`src/rtl/core/fpfa_pkg.sv`:
```
// Shared types and codes for the fixed-partition first-fit allocator.
package fpfa_pkg;

  // Request kinds
  localparam logic [1:0] REQ_LOAD    = 2'd0;
  localparam logic [1:0] REQ_ALLOC   = 2'd1;
  localparam logic [1:0] REQ_RELEASE = 2'd2;

  // Result status codes
  localparam logic [1:0] STATUS_OK     = 2'd0;
  localparam logic [1:0] STATUS_NO_FIT = 2'd1;
  localparam logic [1:0] STATUS_ERROR  = 2'd2;

  localparam int SIZE_W = 16;
  localparam int ADDR_W = 20;
  localparam int INDEX_W = 5;

  // One partition table entry
  typedef struct packed {
    logic [SIZE_W-1:0] size;
    logic [ADDR_W-1:0] addr;
    logic              busy;
  } entry_t;

endpackage

```
`src/rtl/core/fpfa_table.sv`:
```
// Partition table: one synchronous RAM with per-entry valid bits for reset.
module fpfa_table #(
  parameter int PARTITIONS = 16,
  parameter int IDX_W      = 4
) (
  input  logic                clk,
  input  logic                rst_n,
  input  logic                wr_en,
  input  logic [IDX_W-1:0]    wr_idx,
  input  fpfa_pkg::entry_t    wr_data,
  input  logic [IDX_W-1:0]    rd_idx,
  output fpfa_pkg::entry_t    rd_data
);
  import fpfa_pkg::*;

  entry_t                 mem [PARTITIONS];
  logic [PARTITIONS-1:0]  valid_r;
  entry_t                 rd_q_r;
  logic                   rd_vld_r;

  // valid bits: an entry never written reads as all zero
  always_ff @(posedge clk) begin
    if (!rst_n) begin
      valid_r <= '0;
    end else if (wr_en) begin
      valid_r[wr_idx] <= 1'b1;
    end
  end

  always_ff @(posedge clk) begin
    if (wr_en) begin
      mem[wr_idx] <= wr_data;
    end
    rd_q_r   <= mem[rd_idx];
    rd_vld_r <= valid_r[rd_idx];
  end

  assign rd_data = rd_vld_r ? rd_q_r : '0;

endmodule

```
`src/rtl/core/fixed_partition_first_fit_allocator.sv`:
```
// Top level of the fixed-partition first-fit allocator.
//
// Keeps a table of up to PARTITIONS memory partitions (size, start address,
// busy mark) in one single-port-read synchronous RAM. A load request appends
// the next partition at the running end address; an allocate request scans
// entries from index one up to min(partition_count, PARTITIONS), one entry
// per cycle, and marks the first free one that is large enough as busy; a
// release request clears the busy mark of the given one-based index. Every
// request returns exactly one result. A load or a rejected request passes
// from idle straight to the push state; a release first reads its entry in
// the release state; an allocate stays in the scan state until a hit or the
// scan limit, none if it is 0; the table's one read port sets the scan rate.
// Requests are handled one at a time; a new request is taken while the
// previous result still waits in the output register. No clearing pass is
// needed after reset: per-entry valid bits make unwritten entries read as
// empty and free. The user must write partition_count through the cfg port
// only while idle; the block itself does not enforce this.
module fixed_partition_first_fit_allocator #(
  parameter int PARTITIONS = 16
) (
  input  logic                          clk,
  input  logic                          rst_n,
  // configuration
  input  logic                          cfg_valid,
  output logic                          cfg_ready,
  input  logic [4:0]                    cfg_partition_count,
  // requests
  input  logic                          in_valid,
  output logic                          in_ready,
  input  logic [1:0]                    in_req_type,
  input  logic [fpfa_pkg::SIZE_W-1:0]   in_amount,
  input  logic [fpfa_pkg::INDEX_W-1:0]  in_release_index,
  // results
  output logic                          out_valid,
  input  logic                          out_ready,
  output logic [1:0]                    out_status,
  output logic [fpfa_pkg::INDEX_W-1:0]  out_part_index,
  output logic [fpfa_pkg::ADDR_W-1:0]   out_part_address,
  output logic [fpfa_pkg::SIZE_W-1:0]   out_part_size
);
  import fpfa_pkg::*;

  localparam int IDX_W = (PARTITIONS > 1) ? $clog2(PARTITIONS) : 1;
  localparam int CNT_W = $clog2(PARTITIONS + 1);

  typedef enum logic [1:0] {
    ST_IDLE,
    ST_SCAN,
    ST_REL,
    ST_PUSH
  } state_t;

  state_t              state_r, state_nxt;
  logic [4:0]          count_r, count_nxt;
  logic [CNT_W-1:0]    load_cnt_r, load_cnt_nxt;
  logic [ADDR_W-1:0]   run_end_r, run_end_nxt;
  logic [SIZE_W-1:0]   amount_r, amount_nxt;
  logic [CNT_W-1:0]    limit_r, limit_nxt;
  logic [IDX_W-1:0]    scan_r, scan_nxt;

  // result staging
  logic [1:0]          res_status_r, res_status_nxt;
  logic [INDEX_W-1:0]  res_index_r, res_index_nxt;
  logic [ADDR_W-1:0]   res_addr_r, res_addr_nxt;
  logic [SIZE_W-1:0]   res_size_r, res_size_nxt;

  // output register
  logic                out_valid_r, out_valid_nxt;
  logic [1:0]          out_status_r, out_status_nxt;
  logic [INDEX_W-1:0]  out_index_r, out_index_nxt;
  logic [ADDR_W-1:0]   out_addr_r, out_addr_nxt;
  logic [SIZE_W-1:0]   out_size_r, out_size_nxt;

  // table port
  logic                tbl_wr_en;
  logic [IDX_W-1:0]    tbl_wr_idx;
  entry_t              tbl_wr_data;
  logic [IDX_W-1:0]    tbl_rd_idx;
  entry_t              tbl_rd_data;

  logic                in_fire;
  logic                out_free;
  logic [CNT_W-1:0]    scan_next_cnt;
  logic                scan_hit;
  logic                rel_bad;

  fpfa_table #(
    .PARTITIONS (PARTITIONS),
    .IDX_W      (IDX_W)
  ) u_table (
    .clk     (clk),
    .rst_n   (rst_n),
    .wr_en   (tbl_wr_en),
    .wr_idx  (tbl_wr_idx),
    .wr_data (tbl_wr_data),
    .rd_idx  (tbl_rd_idx),
    .rd_data (tbl_rd_data)
  );

  assign cfg_ready = 1'b1;
  assign in_ready  = (state_r == ST_IDLE);
  assign in_fire   = in_valid && in_ready;
  assign out_free  = !out_valid_r || out_ready;

  // one-based index of the entry under the scan pointer
  assign scan_next_cnt = CNT_W'(scan_r) + CNT_W'(1);
  assign scan_hit      = (tbl_rd_data.size >= amount_r) && !tbl_rd_data.busy;
  assign rel_bad       = (in_release_index == '0) ||
                         (32'(in_release_index) > PARTITIONS);

  always_comb begin
    state_nxt      = state_r;
    count_nxt      = count_r;
    load_cnt_nxt   = load_cnt_r;
    run_end_nxt    = run_end_r;
    amount_nxt     = amount_r;
    limit_nxt      = limit_r;
    scan_nxt       = scan_r;
    res_status_nxt = res_status_r;
    res_index_nxt  = res_index_r;
    res_addr_nxt   = res_addr_r;
    res_size_nxt   = res_size_r;
    out_valid_nxt  = out_valid_r && !out_ready;
    out_status_nxt = out_status_r;
    out_index_nxt  = out_index_r;
    out_addr_nxt   = out_addr_r;
    out_size_nxt   = out_size_r;
    tbl_wr_en      = 1'b0;
    tbl_wr_idx     = scan_r;
    tbl_wr_data    = tbl_rd_data;
    tbl_rd_idx     = scan_r;

    if (cfg_valid && cfg_ready) begin
      count_nxt = cfg_partition_count;
    end

    unique case (state_r)
      ST_IDLE: begin
        if (in_fire) begin
          amount_nxt     = in_amount;
          // failure default; overwritten on success, or with no-fit by an allocate
          res_status_nxt = STATUS_ERROR;
          res_index_nxt  = '0;
          res_addr_nxt   = '0;
          res_size_nxt   = '0;
          state_nxt      = ST_PUSH;
          unique case (in_req_type)
            REQ_LOAD: begin
              if (load_cnt_r < CNT_W'(PARTITIONS)) begin
                tbl_wr_en      = 1'b1;
                tbl_wr_idx     = load_cnt_r[IDX_W-1:0];
                tbl_wr_data    = '{size: in_amount, addr: run_end_r, busy: 1'b0};
                run_end_nxt    = run_end_r + ADDR_W'(in_amount);
                load_cnt_nxt   = load_cnt_r + CNT_W'(1);
                res_status_nxt = STATUS_OK;
                res_index_nxt  = INDEX_W'(load_cnt_r + CNT_W'(1));
                res_addr_nxt   = run_end_r;
                res_size_nxt   = in_amount;
              end
            end
            REQ_ALLOC: begin
              // scan limit is min(partition_count, PARTITIONS)
              if (32'(count_r) < PARTITIONS) begin
                limit_nxt = CNT_W'(count_r);
              end else begin
                limit_nxt = CNT_W'(PARTITIONS);
              end
              res_status_nxt = STATUS_NO_FIT;
              scan_nxt       = '0;
              tbl_rd_idx     = '0;
              if (limit_nxt != '0) begin
                state_nxt = ST_SCAN;
              end
            end
            REQ_RELEASE: begin
              if (!rel_bad) begin
                scan_nxt   = IDX_W'(in_release_index - INDEX_W'(1));
                tbl_rd_idx = scan_nxt;
                state_nxt  = ST_REL;
              end
            end
            default: begin
            end
          endcase
        end
      end

      ST_SCAN: begin
        if (scan_hit) begin
          tbl_wr_en        = 1'b1;
          tbl_wr_data.busy = 1'b1;
          res_status_nxt   = STATUS_OK;
          res_index_nxt    = INDEX_W'(scan_next_cnt);
          res_addr_nxt     = tbl_rd_data.addr;
          res_size_nxt     = tbl_rd_data.size;
          state_nxt        = ST_PUSH;
        end else if (scan_next_cnt >= limit_r) begin
          state_nxt = ST_PUSH;
        end else begin
          scan_nxt   = scan_r + IDX_W'(1);
          tbl_rd_idx = scan_nxt;
        end
      end

      ST_REL: begin
        tbl_wr_en        = 1'b1;
        tbl_wr_data.busy = 1'b0;
        res_status_nxt   = STATUS_OK;
        res_index_nxt    = INDEX_W'(scan_next_cnt);
        res_addr_nxt     = tbl_rd_data.addr;
        res_size_nxt     = tbl_rd_data.size;
        state_nxt        = ST_PUSH;
      end

      ST_PUSH: begin
        if (out_free) begin
          out_valid_nxt  = 1'b1;
          out_status_nxt = res_status_r;
          out_index_nxt  = res_index_r;
          out_addr_nxt   = res_addr_r;
          out_size_nxt   = res_size_r;
          state_nxt      = ST_IDLE;
        end
      end

      default: begin
        state_nxt = ST_IDLE;
      end
    endcase
  end

  always_ff @(posedge clk) begin
    if (!rst_n) begin
      state_r     <= ST_IDLE;
      count_r     <= '0;
      load_cnt_r  <= '0;
      run_end_r   <= '0;
      out_valid_r <= 1'b0;
    end else begin
      state_r     <= state_nxt;
      count_r     <= count_nxt;
      load_cnt_r  <= load_cnt_nxt;
      run_end_r   <= run_end_nxt;
      out_valid_r <= out_valid_nxt;
    end
    amount_r     <= amount_nxt;
    limit_r      <= limit_nxt;
    scan_r       <= scan_nxt;
    res_status_r <= res_status_nxt;
    res_index_r  <= res_index_nxt;
    res_addr_r   <= res_addr_nxt;
    res_size_r   <= res_size_nxt;
    out_status_r <= out_status_nxt;
    out_index_r  <= out_index_nxt;
    out_addr_r   <= out_addr_nxt;
    out_size_r   <= out_size_nxt;
  end

  assign out_valid        = out_valid_r;
  assign out_status       = out_status_r;
  assign out_part_index   = out_index_r;
  assign out_part_address = out_addr_r;
  assign out_part_size    = out_size_r;

endmodule
```
`config.mk`:
```
export PLATFORM = sky130hd
export DESIGN_NAME = fixed_partition_first_fit_allocator
export DESIGN_NICKNAME = d
export VERILOG_FILES = /design/src/rtl/core/fpfa_pkg.sv /design/src/rtl/core/fpfa_table.sv /design/src/rtl/core/fixed_partition_first_fit_allocator.sv
export SDC_FILE = /design/constraint.sdc
export NUM_CORES = 1
export LEC_CHECK = 0
export ABC_CLOCK_PERIOD_IN_PS = 14050
export BUFFER_PORTS_ARGS = -buffer_cell sky130_fd_sc_hd__buf_2
export CORE_UTILIZATION = 60
export CTS_CLUSTER_DIAMETER = 50
export DETAILED_ROUTE_END_ITERATION = 8
export GPL_TIMING_DRIVEN = 0
export HOLD_SLACK_MARGIN = 0.1
export PLACE_DENSITY = 0.81
export SLEW_MARGIN = 20
export SYNTH_ARGS = -nofsm -noshare
export SYNTH_HDL_FRONTEND = slang
export SYNTH_SLANG_ARGS = --single-unit
```
`constraint.sdc`:
```
create_clock -name clk -period 14.05 [get_ports clk]
set_input_delay 2.81 -clock clk [delete_from_list [all_inputs] [get_ports clk]]
set_output_delay 2.81 -clock clk [all_outputs]
set_load 0.005 [all_outputs]
```
======== Word level (Yosys, flattened, before mapping) ========
Memories as Yosys holds them, arrays and structs flattened. A register that Yosys moved wholly into a read port is not among the register bits.
Cells that the tools add are included.
operators by class
  mux-type cells .......................... 62
  order comparisons ....................... 8
  equality and inequality tests ........... 9
  shift operators ......................... 0
  div/mod/pow operators ................... 0
  add/subtract/negate cells ............... 5
  multiply operators ...................... 0
  bitwise gates (word level) .............. 1
  reductions and logical operators ........ 20
operators with widths
  kind                   count
  $mux W37               4
  $mux W20               4
  $mux W16               4
  $pmux W20 S3           1
  $pmux W16 S3           1
  $mux W5                8
  $mux W36               1
  $mux W4                8
  $add A20 B16 Y20       1
  $ge A16 B16 Y1         1
  $mux W2                8
  $or A16 B16 Y16        1
  $pmux W4 S2            2
  $pmux W5 S3            1
  $mux W1                12
  $lt A4 B5 Y1 const B   2
  $lt A5 B5 Y1 const B   2
  $reduce_and A3 Y1      3
  $pmux W2 S2            2
  $pmux W2 S4            1
  $eq A2 B2 Y1 const B   3
  $pmux W1 S3            2
  $pmux W2 S3            1
  $add A4 B1 Y5 const B  1
  other kinds (21)       31
word-level totals
  bits in registers ....................... 161
  input bits .............................. 33
  ROM bits ................................ 0
  memories kept ........................... 1
  bits in writable memories ............... 592
  bits in latches ......................... 0
memory list
  name         words  bits a word  read ports  clocked after memory_dff  wr ports  line              RTL
  u_table.mem  16     37           1           1                         1         fpfa_table.sv:16  entry_t mem [PARTITIONS];

======== Depth between registers and ports, before layout ========
Gate-level depths: netlist of the first run.
  depth in word-level cells ............... 10
  depth in mapped cells ................... 17
  gate-level depth less buffers ........... 12

======== Modules after synthesis ========
A second synthesis of the first run with hierarchy kept.
unflattened totals
  cell total of the unflattened synthesis .. 1765
  area, all modules ....................... 31293.8 um2
by module, submodules not included
  module                               area an instance (um2)  cells each  instances
  fpfa_table                           23775.3                 1047        1
  fixed_partition_first_fit_allocator  7518.5                  718         1

======== Worst setup path before layout of the first run ========
No wires, ideal clock.
  path kind ............................... input to register
  start point ............................. in in_valid
  end point ............................... mem u_table.mem[13][0] (netlist bit) (enable)
  setup time .............................. 433 ps
  data arrival time ....................... 5708 ps
  path slack .............................. 7910 ps
  cell stages on the path ................. 7
  path through ............................ and2_1 > and2_1 > clkbuf_1 > nand3_1 > nand2_1 > nand2_1 > nor2_1
on the way
  word-level cells in the longest chain between the ends .. 5
ends and longest elaborated chain
  element                        line                                        RTL
  from (decl)                    fixed_partition_first_fit_allocator.sv:28   input logic in_valid,
  $logic_and A1 B1 Y1 *          fixed_partition_first_fit_allocator.sv:102  assign in_fire = in_valid && in_ready;
  $mux W1                        fixed_partition_first_fit_allocator.sv:139  if (in_fire) begin
  $pmux W1 S3                    fixed_partition_first_fit_allocator.sv:137  unique case (state_r)
  $mux W1                        fpfa_table.sv:31                            if (wr_en) begin
  $mux W1 (not written as such)  fpfa_table.sv:32                            mem[wr_idx] <= wr_data;
  to (decl)                      fpfa_table.sv:16
Mark *: on every way between the ends. The rest lies on a longest branch, timed or not.

======== Final worst setup path of the first run ========
  start point ............................. in in_release_index[0] (netlist bit)
  end point ............................... reg u_table.rd_q_r[6] (netlist name)
on the way
  word-level cells in the longest chain between the ends .. 6
ends and longest elaborated chain
  element                                                  line                                                                                    RTL
  from (decl)                                              fixed_partition_first_fit_allocator.sv:32                                               input logic [fpfa_pkg::INDEX_W-1:0] in_release_index,
  $gt A5 B5 Y1 / $logic_not A5 Y1 (equally long branches)  fixed_partition_first_fit_allocator.sv:109, fixed_partition_first_fit_allocator.sv:108
  $logic_or A1 B1 Y1                                       fixed_partition_first_fit_allocator.sv:108                                              assign rel_bad = (in_release_index == '0) ||
  $mux W4 *                                                -
  $pmux W4 S2 *                                            fixed_partition_first_fit_allocator.sv:147                                              unique case (in_req_type)
  $mux W4 *                                                -
  $pmux W4 S2 *                                            -
Marks and branches as above.
A chain may end at the register's enable or synchronous reset.

==> summary.txt, run 1 <==
Run status
  – Status: completed

Logic synthesis
  – Combinational family with the most area after synthesis: compound AO/OA/AOI/OAI gates
  – XOR/XNOR Fraction of Synth Area: 0.5924%
  – Yosys cell types: 63
  – Top FF cell, synth: edfxtp_1
  – Cells after Synth: 2230
  – Ys Warns: 0
  – Post-synthesis adder-cell area fraction: 1.985%
  – Largest area contributor in the netlist: edfxtp_1
  – Syn Area/Cell: 14.59 µm²
  – #FFs+latches synth: 790
  – Netlist Area Pre-Place: 32530 µm²
  – Top post-synthesis cells by area: edfxtp_1, dfxtp_1, mux2i_1
  – Async S/R FF share, synth: 0%
  – Synth Area in Simple Gates: 7.558%
  – Post-Syn Nets: 2314
  – Number of synthesized flops with an enable pin: 699
  – Compound-Gate Fraction of Synth Area: 12.70%
  – Post-synthesis mux area share: 4.146%
  – Synth top area share: 64.53%
  – Sequential share of the synthesized area: 70.13%

Worst setup path
  – Crit end category: flip-flop
  – Crit Path Max Fanout: 10
  – WP data arrival: 7060 ps
  – Crit Path Class: primary input to flip-flop
  – Critical path startpoint category: primary input
  – Worst EP required: 14600 ps

STA
  – Fmax: 153.8 MHz
  – Hold violation total from the final report: 0
  – Measured slew at the worst slew-check pin: 1119 ps
  – Post-route setup TNS: 0 ps
  – Max Slew Vio Count: 0
  – RSZ-0062 raised after global routing: false
  – Period utilisation layout: 46.29%
  – Slew headroom: 23.45%
  – Min Clock Period, post-route: 6503 ps
  – Setup Viol. Count Final: 0
  – Clock skew: 18.43 ps

Drt
  – Overall routed net length: 87180 µm
  – Initial DRT Pass Iterations: 6
  – Initial DRC count: 2873
  – Routed wire per std cell: 27.46 µm
  – Drt via density: 6.739
  – Drt drc: 0
  – Final ANT Viol Nets: 0
  – Vias: 21400

Clock network
  – CTS root buf: clkbuf_16
  – Htree depth: 3
  – Clk Latency, worst-skew pair: 630 ps
  – Post-CTS Hold Buffers: 0
  – CTS Sinks: 790
  – # resized after CTS: 0
  – CTS tree: done
  – Clock tree buffer depth: 3
  – Clock transition at the registers of the reported paths: 60 ps
  – Total CTS buffers: 78
  – Postcts setup bufs: 0

Power and ir drop
  – Leak: 13.24 nW
  – Psw: 3.590 mW
  – Pwr dens: 241.3 nW/µm²
  – Logic pwr share: 42.0%
  – Switching part of the total power: 40.17%
  – Clock power share: 22.7%
  – Design Power: 8.936 mW
  – Sequential power share: 35.3%
  – Max VDD drop: 0.2166 mV
  – Internal power: 5.346 mW

GRT
  – GRT Util Overall: 31.64%
  – GRT met2 Usage: 50.83%
  – GRT overflow: 0
  – Initial antenna violation count: 1
  – Pin count of the biggest net entering global routing: 33
  – Vias in the first global route: 21040
  – Met1 Track Usage GR: 40.24%
  – First-pass GRT wire length: 129600 µm
  – Busiest grt layer: met2
  – Grt met3 use: 7.343%

Die
  – Die Ht: 234.8 µm
  – Die X: 234.8 µm
  – Initial Utilization: 61.29%
  – Die Area: 55150 µm²
  – IO Count: 79
  – Core ar.: 53080 µm²
  – FP Rows: 84

Place
  – Placed cell area: 34550 µm²
  – Placed instance count: 3030
  – DP HPWL: 60260 µm
  – GP Congestion: 0.9530
  – I/O Buffers: 75

Finish
  – Commonest non-fill, non-tap cell in the layout: edfxtp_1
  – Most frequent cells in the layout: edfxtp_1, nand2_1, and3_1, a211oi_1, clkbuf_1
  – Nets: 2506
  – Post-Layout Cell Count: 3175
  – Layout cells sized above 1: 13.27%
  – Design area: 37030 µm²
  – Area grow syn2layout: 13.83%
  – Layout Utilization: 69.76%
  – Fillers: 3259

Flow run
  – Max_cap viols: 0

Hold path
  – Worst hold-check path type: flip-flop to flip-flop
state kept, by name, indices dropped and copies added, names as in the netlist, 2 cells and up:
register / cells
u_table.mem: 592
u_table.rd_q_r: 37
out_part_address: 20
res_addr_r: 20
run_end_r: 20
amount_r: 16
out_part_size: 16
res_size_r: 16
u_table.valid_r: 16
count_r: 5
limit_r: 5
load_cnt_r: 5
out_part_index: 5
res_index_r: 5
scan_r: 4
out_status: 2
res_status_r: 2
state_r: 2
power groups by stage:
stage / logic [mW] / clock network (mW) / registers, mW
after CTS: 3.61 / 2.03 / 3.15
after floorplan: 2.19 / 0 / 3.16
after global routing: 3.89 / 2.12 / 3.17
after detailed placement: 3.56 / 0 / 3.19
final: 3.75 / 2.03 / 3.15
after global placement: 3.34 / 0 / 3.21
final cells by class:
class	count	area, µm²	area share [%]
sequential	790	22810	61.61
multi-input combinational	1224	8940	24.14
clock buffer	106	2138	5.775
timing repair buffer	112	998.5	2.697
tap	688	860.8	2.325
buffer	170	762.0	2.058
clock inverter	38	340.3	0.9191
inverter	46	172.7	0.4663
antenna	1	2.502	0.006758
worst paths after layout:
kind | from | to | slack [ps] | cells past startpoint
worst max register to register | scan_r[0] | u_table.rd_q_r[6] | 8090 | 13
worst max-delay path | in_release_index[0] | u_table.rd_q_r[6] | 7550 | 14
worst min register to register | res_addr_r[7] | out_part_address[7] | 410 | 0
worst min-delay path | res_addr_r[7] | out_part_address[7] | 410 | 0
routing by layer:
metal	wire length, µm	part of all wire (%)
met5	12	0.014
met4	4557	5.2
met3	10340	12
met2	40550	47
met1	31730	36
worst max-delay path, cell delays in order:
cell and delay, ps:
buf_2 90, inv_1 70, ha_1 190, nor3b_2 170, xnor2_1 350, nor2_1 100
a21oi_1 150, o22ai_1 150, a2111oi_4 950, buf_2 460, buf_2 300, a211oi_1 70
a2111oi_0 970, a2111o_1 230
per-stage QoR:
step | worst slack (ps) | hold WS (ps)
final | 7547 | 414.6
after global routing | 7473 | 419.5
after CTS | 7854 | 416.1
after detailed placement | 7253 | 404.5
after global placement | 5598 | 401.2
after floorplan | 7910 | 400.3
synth_stat cells (all sizes together), types with 40 or more instances:
| cell type | instances |
|---|---|
| o21ai | 73 |
| inv | 46 |
| a31oi | 44 |
| nor2 | 40 |
| edfxtp | 699 |
| dfxtp | 91 |
| and3 | 157 |
| nand2 | 178 |
| a211oi | 156 |
| buf | 62 |
| mux2i | 119 |
| clkbuf | 108 |
| a2111oi | 116 |
| ha | 50 |
logic make-up after synthesis:
logic type	after synthesis
muxes	133
and+or+nand+nor	482
DFF	790
xor gates and xnor gates	22
adders and majority gates	51
other	1
AOI/OAI and AO/OA	535
buffers and inverters	216
No activity file was read; power rests on OpenSTA's default activity.
==> run 2, diff against run 1 <==
--- a/config.mk
+++ b/config.mk
@@ -5,7 +5,7 @@
 export SDC_FILE = /design/constraint.sdc
 export NUM_CORES = 1
 export LEC_CHECK = 0
-export ABC_CLOCK_PERIOD_IN_PS = 14050
+export ABC_CLOCK_PERIOD_IN_PS = 6100
 export BUFFER_PORTS_ARGS = -buffer_cell sky130_fd_sc_hd__buf_2
 export CORE_UTILIZATION = 60
 export CTS_CLUSTER_DIAMETER = 50
==> constraint.sdc (replaced) <==
create_clock -name clk -period 6.1 [get_ports clk]
set_input_delay 1.22 -clock clk [delete_from_list [all_inputs] [get_ports clk]]
set_output_delay 1.22 -clock clk [all_outputs]
set_load 0.005 [all_outputs]
==> summary.txt, run 2 (synthesized netlist as in run 1, its figures left out) <==
Run status
  – Status: completed

Finish
  – Most frequent cells in the layout: edfxtp_1, nand2_1, and3_1, a211oi_1, clkbuf_1
  – Nets: 2506 (unchanged)
  – Area grow syn2layout: 13.82% (about the same)
  – Post-Layout Cell Count: 3174 (-0.031%)
  – Biggest regs: u_table.mem (592), u_table.rd_q_r (37)
  – Max reg flops: 592 (unchanged)
  – Commonest non-fill, non-tap cell in the layout: edfxtp_1
  – Fillers: 3259 (unchanged)
  – Layout cells sized above 1: 13.27% (unchanged)
  – Register bank with the most flops: u_table.mem
  – ANT cells: 0 (-1)

GRT
  – Initial antenna violation count: 1 (unchanged)
  – GRT Util Overall: 31.64% (about the same)
  – Pin count of the biggest net entering global routing: 33 (unchanged)
  – First-pass GRT wire length: 129600 µm (unchanged)
  – Vias in the first global route: 21030 (-0.019%)
  – GRT overflow: 0 (unchanged)

STA
  – RSZ-0062 raised after global routing: false
  – Setup Viol. Count Final: 0 (unchanged)
  – Slew headroom: 24.89% (+1.4 points)
  – Measured slew at the worst slew-check pin: 1121 ps (+1.988 ps)
  – Max Slew Vio Count: 0 (unchanged)
  – Hold violation total from the final report: 0 (unchanged)
  – Fmax: 170.8 MHz
  – Period utilisation layout: 95.99%
  – Clock skew: 18.59 ps (+0.1647 ps)
  – Min Clock Period, post-route: 5855 ps

Die
  – Core ar.: 53080 µm² (unchanged)
  – Die Ht: 234.8 µm (unchanged)
  – FP Rows: 84 (unchanged)
  – IO Count: 79 (unchanged)
  – Die Area: 55150 µm² (unchanged)
  – Initial Utilization: 61.29% (unchanged)
  – Die X: 234.8 µm (unchanged)

Hold path
  – Hold path cells: 0 (unchanged)
  – HP Start: res_addr_r[7]
  – Worst hold endpoint: out_part_address[7]
  – Worst hold-check path type: flip-flop to flip-flop

Power and ir drop
  – Logic pwr share: 42.0% (about the same)
  – Leak: 13.24 nW (about the same)
  – Design Power: 20.57 mW (+130%)
  – Clock power share: 22.7% (about the same)
  – Switching part of the total power: 40.13% (about the same)
  – Pwr dens: 555.6 nW/µm² (+130%)
  – Psw: 8.256 mW (+130%)
  – Max VDD drop: 0.4998 mV (+130%)
  – Sequential power share: 35.3% (about the same)
  – Internal power: 12.31 mW (+130%)

Worst setup path
  – Crit Path Max Fanout: 10 (unchanged)
  – Reg2reg setup slack: 240 ps (-7850 ps)
  – Reg2reg start: u_table.rd_vld_r
  – R2r endpoint: u_table.rd_q_r[7]
  – Crit end category: flip-flop
  – Worst EP required: 6660 ps (-7940 ps)
  – Critical path startpoint category: flip-flop
  – Crit Path Class: flip-flop to flip-flop
  – WP data arrival: 6420 ps (-640 ps)
  – R2R cell count: 16 (+3)

Drt
  – Final ANT Viol Nets: 0 (unchanged)
  – Drt via density: 6.739 (about the same)
  – Vias: 21390 (-0.028%)
  – Overall routed net length: 87270 µm (+0.10%)
  – Routed wire per std cell: 27.50 µm (+0.13%)
  – Initial DRC count: 2999 (+4.4%)
  – Initial DRT Pass Iterations: 6 (unchanged)
  – Drt drc: 0 (unchanged)

Place
  – DP HPWL: 60260 µm (unchanged)
  – I/O Buffers: 75 (unchanged)
  – GP Congestion: 0.9530 (unchanged)
  – Placed instance count: 3030 (unchanged)

Clock network
  – # resized after CTS: 0 (unchanged)
  – CTS root buf: clkbuf_16
  – Post-CTS Hold Buffers: 0 (unchanged)
  – Clock tree buffer depth: 3 (unchanged)
  – Clock transition at the registers of the reported paths: 60 ps (about the same)
  – Htree depth: 3 (unchanged)
  – CTS tree: done
  – Postcts setup bufs: 0 (unchanged)
  – Clk Latency, worst-skew pair: 630 ps (about the same)
  – Total CTS buffers: 78 (unchanged)
  – CTS Sinks: 790 (unchanged)

Flow run
  – Max_cap viols: 0 (unchanged)
-- run 2: how the worst max path moves through the flow --
stage | from | slack [ps] | to | depth (start not counted)
detailed placement | u_table.rd_vld_r | 450 | u_table.rd_q_r[10] | 16
floorplan | in_valid | 1550 | u_table.mem[13][0] | 7
CTS | u_table.rd_vld_r | 400 | u_table.rd_q_r[10] | 16
finish | u_table.rd_vld_r | 240 | u_table.rd_q_r[7] | 16
global route | u_table.rd_vld_r | 20 | u_table.rd_q_r[7] | 16
global placement | u_table.rd_vld_r | -760 | u_table.mem[9][15] | 12
-- run 2: power by group through the flow --
stage	combinational [mW]	clock [mW]	sequential, mW
after floorplan	5.05	0	7.28
after global placement	7.70	0	7.40
after detailed placement	8.19	0	7.36
after CTS	8.32	4.68	7.25
after global routing	8.97	4.89	7.30
final	8.63	4.68	7.26
-- run 2: metal layers --
layer | track usage, % | share of wire, % | wire length (µm) | up-vias
met5 | 0 | 0.014 | 12 | -
met4 | 16.69 | 5.0 | 4363 | 2
met3 | 7.272 | 12 | 10620 | 269
met2 | 50.89 | 47 | 40700 | 1599
met1 | 40.30 | 36 | 31580 | 10320
li1 | - | - | - | 9198
-- run 2: layout make-up --
class	count	area, µm²	share of cell area [%]
sequential	790	22810	61.61
timing repair buffer	112	998.5	2.697
clock buffer	106	2138	5.775
inverter	46	172.7	0.4663
multi-input combinational	1224	8941	24.15
buffer	170	762.0	2.058
tap	688	860.8	2.325
clock inverter	38	340.3	0.9192
-- run 2: critical path, cell delays in order (launching register included) --
cell and delay [ps]:
dfxtp_1 460, clkbuf_1 360, clkbuf_1 400, and2_1 260, ha_1 270, a21o_1 190, a21o_1 200, a221oi_2 280
o21ai_2 210, a211oi_1 360, xor2_1 130, a221oi_2 810, inv_2 130, buf_2 260, clkbuf_1 360, a2111oi_0 880
a2111o_1 200
-- run 2: per-stage QoR --
step           cell area, µm²  hold slack (ps)  setup TNS [ps]  setup slack, ps  util (%)
6_report                37030            414.5               0            244.5     69.76
5_1_grt                 37030            419.5               0            24.37     69.76
4_1_cts                 37020            416.1               0            404.5     69.76
3_5_place_dp            34550            404.5               0            449.4     65.09
3_3_place_gp            33760            401.2         -317310           -764.5     63.62
2_1_floorplan           32530            400.3               0             1550         -
